==> config.mk <==
export PLATFORM = sky130hd
export DESIGN_NAME = bcc_mac
export DESIGN_NICKNAME = d
export VERILOG_FILES = /design/src/bcc_pkg.sv /design/src/bcc_mac.sv
export SDC_FILE = /design/constraint.sdc
export NUM_CORES = 1
export LEC_CHECK = 0
export BUFFER_PORTS_ARGS = -buffer_cell sky130_fd_sc_hd__buf_2
export CAP_MARGIN = 20
export CORE_MARGIN = 5
export CORE_UTILIZATION = 31
export CTS_CLUSTER_DIAMETER = 50
export DETAILED_ROUTE_END_ITERATION = 6
export GPL_ROUTABILITY_DRIVEN = 0
export PLACE_DENSITY = 0.59
export SYNTH_ARGS = -nofsm -noshare
export SYNTH_HDL_FRONTEND = slang
export SYNTH_SLANG_ARGS = --single-unit
==> constraint.sdc <==
create_clock -name i_clk -period 5.1 [get_ports i_clk]
set_input_delay 0.765 -clock i_clk [delete_from_list [all_inputs] [get_ports i_clk]]
set_output_delay 0.765 -clock i_clk [all_outputs]
set_load 0.01 [all_outputs]
==> src/bcc_pkg.sv <==
// Shared types, codes and field widths of the bipartite co-occurrence counter.
package bcc_pkg;

    // Field widths of the stream items and the register port
    localparam int MODE_W      = 2;
    localparam int INT_FIELD_W = 6;
    localparam int EXT_FIELD_W = 8;
    localparam int MULT_W      = 8;
    localparam int DEG_W       = 14;
    localparam int COUNT_W     = 24;
    localparam int STATUS_W    = 2;
    localparam int S_TDATA_W   = 32;
    localparam int M_TDATA_W   = 32;
    localparam int CFG_ADDR_W  = 2;
    localparam int CFG_DATA_W  = 14;
    localparam int THRESH_W    = 14;
    localparam int INT_USE_W   = 7;
    localparam int EXT_USE_W   = 9;

    // Operation codes carried in tuser
    localparam logic [MODE_W-1:0] MODE_INSERT = 2'd0;
    localparam logic [MODE_W-1:0] MODE_QUERY  = 2'd1;
    localparam logic [MODE_W-1:0] MODE_CLEAR  = 2'd2;

    // Result status codes
    localparam logic [STATUS_W-1:0] STATUS_OK    = 2'd0;
    localparam logic [STATUS_W-1:0] STATUS_RANGE = 2'd1;
    localparam logic [STATUS_W-1:0] STATUS_SAT   = 2'd2;
    localparam logic [STATUS_W-1:0] STATUS_BAD   = 2'd3;

    // Register indexes
    localparam logic [CFG_ADDR_W-1:0] CFG_DEG_THRESHOLD   = 2'd0;
    localparam logic [CFG_ADDR_W-1:0] CFG_INTERNAL_IN_USE = 2'd1;
    localparam logic [CFG_ADDR_W-1:0] CFG_EXTERNAL_IN_USE = 2'd2;

    // Register reset values
    localparam logic [THRESH_W-1:0]  THRESH_RST  = 14'd0;
    localparam logic [INT_USE_W-1:0] INT_USE_RST = 7'd64;
    localparam logic [EXT_USE_W-1:0] EXT_USE_RST = 9'd256;

    // Saturation limits
    localparam logic [MULT_W-1:0] MULT_MAX = 8'hFF;
    localparam logic [DEG_W-1:0]  DEG_MAX  = 14'h3FFF;

    typedef enum logic [2:0] {
        ST_SWEEP,
        ST_IDLE,
        ST_INS_RD,
        ST_INS_WR,
        ST_Q_WALK,
        ST_Q_DRAIN,
        ST_DONE
    } t_state;

    // Write enables into the store
    typedef struct packed {
        logic mult_we;
        logic deg_we;
    } t_store_wr;

    // Control of the multiply-accumulate unit
    typedef struct packed {
        logic clear;
        logic valid;
    } t_mac_ctl;

endpackage

==> src/bcc_mac.sv <==
// Degree-filtered multiply-accumulate with a saturating 24-bit sum.
module bcc_mac (
    input  logic                          i_clk,
    input  logic                          i_rst_n,
    input  bcc_pkg::t_mac_ctl             i_ctl,
    input  logic [bcc_pkg::MULT_W-1:0]    i_mult_a,
    input  logic [bcc_pkg::MULT_W-1:0]    i_mult_b,
    input  logic [bcc_pkg::DEG_W-1:0]     i_degree,
    input  logic [bcc_pkg::THRESH_W-1:0]  i_threshold,
    output logic [bcc_pkg::COUNT_W-1:0]   o_sum
);

    localparam int PW = 2 * bcc_pkg::MULT_W;

    logic [PW-1:0]                 r_prod;
    logic                          r_prod_vld;
    logic [bcc_pkg::COUNT_W-1:0]   r_sum;
    logic [bcc_pkg::COUNT_W-1:0]   n_sum;
    logic [bcc_pkg::COUNT_W:0]     w_add;
    logic                          w_keep;

    // Skip external hosts whose degree is above the threshold
    assign w_keep = (i_degree <= i_threshold);

    // Saturate the running sum
    always_comb begin
        w_add = {1'b0, r_sum} + (bcc_pkg::COUNT_W + 1)'(r_prod);
        n_sum = w_add[bcc_pkg::COUNT_W] ? '1 : w_add[bcc_pkg::COUNT_W-1:0];
    end

    // Product stage
    always_ff @(posedge i_clk) begin
        if (!i_rst_n) begin
            r_prod_vld <= 1'b0;
        end else if (i_ctl.clear) begin
            r_prod_vld <= 1'b0;
        end else begin
            r_prod_vld <= i_ctl.valid && w_keep;
        end
        r_prod <= i_mult_a * i_mult_b;
    end

    // Accumulate stage
    always_ff @(posedge i_clk) begin
        if (i_ctl.clear) begin
            r_sum <= '0;
        end else if (r_prod_vld) begin
            r_sum <= n_sum;
        end
    end

    assign o_sum = r_sum;

endmodule

==> flow_summary.html <==
<table>
<tr><th>Metric</th><th>Value</th></tr>
<tr><th colspan="2">Floorplan</th></tr>
<tr><td>Die span in x</td><td>around 130 µm</td></tr>
<tr><td>Std cell rows</td><td>43</td></tr>
<tr><td>Boundary Pins</td><td>72</td></tr>
<tr><td>Die span in y</td><td>between 100 and 150 µm</td></tr>
<tr><td>Full die area</td><td>16770 µm²</td></tr>
<tr><td>Effective utilization at floorplan</td><td>between 30% and 40%</td></tr>
<tr><td>Area of the core</td><td>around 14000 µm²</td></tr>
<tr><th colspan="2">Synth</th></tr>
<tr><td>Ys async rst share</td><td>0%</td></tr>
<tr><td>Cell type with the largest total area after synthesis</td><td>sky130_fd_sc_hd__ha_1</td></tr>
<tr><td>Number of library cell types mapped by synthesis</td><td>47</td></tr>
<tr><td>Yosys top cell area share</td><td>between 10% and 20%</td></tr>
<tr><td>Synth warn</td><td>0</td></tr>
<tr><td>Primary FF master, synth</td><td>sky130_fd_sc_hd__dfxtp_1</td></tr>
<tr><td>Number of enable flip-flop cells after synthesis</td><td>0</td></tr>
<tr><td>Largest cells by area after synthesis</td><td>sky130_fd_sc_hd__ha_1 (19%), sky130_fd_sc_hd__dfxtp_1 (19%), sky130_fd_sc_hd__fa_1 (17%)</td></tr>
<tr><td>Net Count, Synth</td><td>roughly 660</td></tr>
<tr><td>Post-synthesis cell count</td><td>around 500</td></tr>
<tr><td>Number of flip-flops and latches in the synthesized netlist</td><td>between 40 and 50</td></tr>
<tr><td>Netlist area before placement</td><td>about 4400 µm²</td></tr>
<tr><td>Sequential element share of the synthesized area</td><td>18.55%</td></tr>
<tr><td>Mean instance size in the synthesized netlist</td><td>approximately 8.7 µm²</td></tr>
<tr><th colspan="2">CTS</th></tr>
<tr><td>TritonCTS Buffers</td><td>5</td></tr>
<tr><td>Post-CTS setup buffers</td><td>0</td></tr>
<tr><td>Clock Pin Slew Worst Setup and Hold Paths</td><td>0.06 ns</td></tr>
<tr><td>Clock Latency Late Sink</td><td>approximately 0.28 ns</td></tr>
<tr><td>Number of hold-repair buffers added at the cts stage</td><td>0</td></tr>
<tr><td>Clock root buffer</td><td>sky130_fd_sc_hd__clkbuf_16</td></tr>
<tr><td>TritonCTS sink count</td><td>41</td></tr>
<tr><td>TritonCTS clock tree</td><td>done</td></tr>
<tr><td>Cts repair resizes</td><td>0</td></tr>
<tr><td>Number of buffers on the longest clock path</td><td>2</td></tr>
<tr><td>Number of levels the H-tree was split into</td><td>2</td></tr>
<tr><th colspan="2">Cells and area</th></tr>
<tr><td>Final core area utilization</td><td>a little under two fifths</td></tr>
<tr><td>Ratio of cells with drive above 1 in the final layout</td><td>15.09%</td></tr>
<tr><td>Area added between synthesis and finish</td><td>16.48%</td></tr>
<tr><td>Fin cells</td><td>about 760</td></tr>
<tr><td>Count of inserted antenna diode cells</td><td>0</td></tr>
<tr><td>Net count of the finished layout</td><td>~730</td></tr>
<tr><th colspan="2">Power and ir drop</th></tr>
<tr><td>Combinational fraction of design power</td><td>between 50 and 60%</td></tr>
<tr><td>Post-layout power</td><td>approximately 1.7 mW</td></tr>
<tr><td>Power per cell area</td><td>323.8 nW/µm²</td></tr>
<tr><td>Sequential cell fraction of total power</td><td>between 20% and 30%</td></tr>
<tr><td>Switch share</td><td>38.16%</td></tr>
<tr><td>Cell-internal power</td><td>1.032 mW</td></tr>
<tr><td>Worst IR drop on VDD</td><td>between 0.1 and 0.15 mV</td></tr>
<tr><td>Static Leakage</td><td>2.591 nW</td></tr>
<tr><td>Switching power</td><td>between 0.6 and 0.7 mW</td></tr>
<tr><td>Clock network power share</td><td>~22%</td></tr>
<tr><th colspan="2">STA</th></tr>
<tr><td>Tightest Pin Transition</td><td>just over 0.8 ns</td></tr>
<tr><td>Final worst-path cycle share</td><td>between 90% and 100%</td></tr>
<tr><td>Final Setup Violations</td><td>0</td></tr>
<tr><td>Setup repair after global routing missed its margin</td><td>no</td></tr>
<tr><td>Hold Vio Cnt, Final</td><td>0</td></tr>
<tr><td>Final Critical Period</td><td>4.729 ns</td></tr>
<tr><td>Final Max Tran Viols</td><td>0</td></tr>
<tr><td>Highest attainable clock frequency</td><td>approximately 210 MHz</td></tr>
<tr><td>Max_slew headroom</td><td>between 40 and 50%</td></tr>
<tr><td>Worst setup skew after layout</td><td>between 0.006 and 0.007 ns</td></tr>
<tr><td>Summed negative setup slack over all endpoints</td><td>0 ns</td></tr>
<tr><th colspan="2">Detailed routing</th></tr>
<tr><td>Total Routed Length</td><td>9612 µm</td></tr>
<tr><td>Number of DRC markers in iteration 0</td><td>97</td></tr>
<tr><td>Number of vias in the routed layout</td><td>around 3600</td></tr>
<tr><td>Per-cell routed wire length</td><td>approximately 13 µm</td></tr>
<tr><td>Remaining antenna violation count after routing</td><td>0</td></tr>
<tr><td>DR pass1 iterations</td><td>4</td></tr>
<tr><td>Post-detailed-route DRC marker count</td><td>0</td></tr>
<tr><td>DR vias/cell</td><td>about 4.7</td></tr>
<tr><th colspan="2">GRT</th></tr>
<tr><td>Combined global-route utilization of all metal layers</td><td>about an eighth</td></tr>
<tr><td>Congestion Overflow GR</td><td>0</td></tr>
<tr><td>First-pass GRT wire length</td><td>16610 µm</td></tr>
<tr><td>Antenna violations before repair</td><td>0</td></tr>
<tr><td>Via count of the first global-routing pass</td><td>roughly 3600</td></tr>
<tr><td>Largest net degree at the start of global routing</td><td>26</td></tr>
<tr><th colspan="2">Setup path</th></tr>
<tr><td>Data arrival time of the critical path</td><td>just under 5 ns</td></tr>
<tr><td>Worst setup SP type</td><td>primary input</td></tr>
<tr><td>Category of the most critical setup path</td><td>in2reg</td></tr>
<tr><td>Maximum fanout along the worst path</td><td>8</td></tr>
<tr><td>Required time reported for the critical path endpoint</td><td>around 5.3 ns</td></tr>
<tr><td>First element of the critical path</td><td>i_mult_b[7]</td></tr>
<tr><td>Reg-to-reg startpoint</td><td>o_sum[0]</td></tr>
<tr><td>Type of destination of the critical path</td><td>flip-flop</td></tr>
<tr><th colspan="2">Place</th></tr>
<tr><td>Placed instance count</td><td>roughly 760</td></tr>
<tr><td>Final HPWL from detailed placement</td><td>approximately 8000 µm</td></tr>
<tr><td>Port bufs</td><td>71</td></tr>
<tr><th colspan="2">Min path</th></tr>
<tr><td>Worst min path class</td><td>reg2reg</td></tr>
<tr><td>Startpoint of the tightest hold check path</td><td>o_sum[7]</td></tr>
<tr><th colspan="2">Outcome</th></tr>
<tr><td>Status</td><td>complete, no violations</td></tr>
<tr><th colspan="2">Flow run</th></tr>
<tr><td>Max_cap viols</td><td>0</td></tr>
</table>
-- area by class of cell --
| type | instances | area [µm²] |
|---|---|---|
| fillers | 1421 | 8780 |
| multi-input cells | 389 | 3303 |
| flip-flops and latches | 41 | 820.8 |
| repair buffers | 71 | 355.3 |
| inverters | 74 | 277.8 |
| well taps | 180 | 225.2 |
| clock buffers | 7 | 142.6 |
| clock inverters | 1 | 30.03 |
-- per-layer routing --
metal	routed length, µm	global-route usage [%]	vias to the layer above
met2	4403	20.15	82
met5	0	0	-
met4	84	2.751	0
li1	-	-	1852
met1	4594	15.66	1626
met3	530	1.690	4
-- cell families after synthesis --
logic type	after synthesis	synth area share, %
flops	41	18.55
mux	3	0.6786
fa+ha+maj	103	35.40
simple gates	162	18.18
compound gates	98	15.83
buf+inv	80	6.814
xor+xnor	23	4.552
-- worst max-delay path, cell delays in order --
cell	delay, ns
sky130_fd_sc_hd__buf_2	0.14
sky130_fd_sc_hd__nand2_1	0.09
sky130_fd_sc_hd__fa_1	0.52
sky130_fd_sc_hd__fa_1	0.54
sky130_fd_sc_hd__inv_1	0.05
sky130_fd_sc_hd__fa_1	0.52
sky130_fd_sc_hd__inv_1	0.05
sky130_fd_sc_hd__fa_1	0.52
sky130_fd_sc_hd__inv_1	0.04
sky130_fd_sc_hd__ha_1	0.34
sky130_fd_sc_hd__o21a_1	0.12
sky130_fd_sc_hd__o31a_1	0.12
sky130_fd_sc_hd__o211ai_1	0.23
sky130_fd_sc_hd__a21oi_1	0.11
sky130_fd_sc_hd__a2111oi_2	0.43
sky130_fd_sc_hd__a21oi_1	0.14
sky130_fd_sc_hd__xnor2_1	0.15
-- power groups by stage --
| stage | clock [mW] | combinational [mW] | sequential [mW] |
|---|---|---|---|
| floorplan | 0 | 0.710 | 0.413 |
| global placement | 0 | 0.871 | 0.422 |
| detailed placement | 0 | 0.884 | 0.423 |
| CTS | 0.376 | 0.896 | 0.416 |
| global route | 0.390 | 1.04 | 0.422 |
| finish | 0.367 | 0.886 | 0.416 |
-- state kept, by name, indices dropped and copies added, names as in the netlist --
| signal | count |
|---|---|
| r_prod | 16 |
| r_prod_vld | 1 |
| o_sum | 24 |
-- path summary, 6_finish.rpt --
check / end / slack, ns / depth (start not counted)
worst min register to register: o_sum[7] / 0.51 / 2
worst max-delay path: r_prod[15] / 0.37 / 17
worst max register to register: o_sum[17] / 2.53 / 10
worst min-delay path: o_sum[7] / 0.51 / 2
-- synthesized netlist by cell type, drive strengths merged (4+ instances only) --
library cell	number
inv	74
ha	66
and2	46
nand2	46
dfxtp	41
fa	37
nor2	35
a21oi	27
a211oi	18
o21ai	15
xnor2	15
xor2	8
a21o	7
and3	6
nor3	6
clkbuf	5
nor2b	5
o211ai	5
o21a	5
nand2b	4
or2	4
-- layout by cell type (no fill, tap or decap), types with 6 or more instances in the layout --
cell type	n
sky130_fd_sc_hd__a211oi_1	17
sky130_fd_sc_hd__a21o_1	7
sky130_fd_sc_hd__a21oi_1	25
sky130_fd_sc_hd__and2_1	46
sky130_fd_sc_hd__and3_1	6
sky130_fd_sc_hd__buf_2	71
sky130_fd_sc_hd__dfxtp_1	41
sky130_fd_sc_hd__fa_1	37
sky130_fd_sc_hd__ha_1	66
sky130_fd_sc_hd__inv_1	74
sky130_fd_sc_hd__nand2_1	46
sky130_fd_sc_hd__nor2_1	35
sky130_fd_sc_hd__nor3_1	6
sky130_fd_sc_hd__o21ai_0	15
sky130_fd_sc_hd__xnor2_1	15
sky130_fd_sc_hd__xor2_1	8
-- stage by stage --
step                      cell area (µm²)  hold WS (ns)  worst slack [ns]
after global routing                 5155        0.5319           0.09319
after CTS                            5155        0.5087            0.3487
after floorplan                      4425        0.5205            0.4641
after detailed placement             4982        0.4987           0.05856
after global placement               4982        0.4783            0.1316
final                                5155        0.5083            0.3707
No activity file was read; power rests on OpenSTA's default activity.
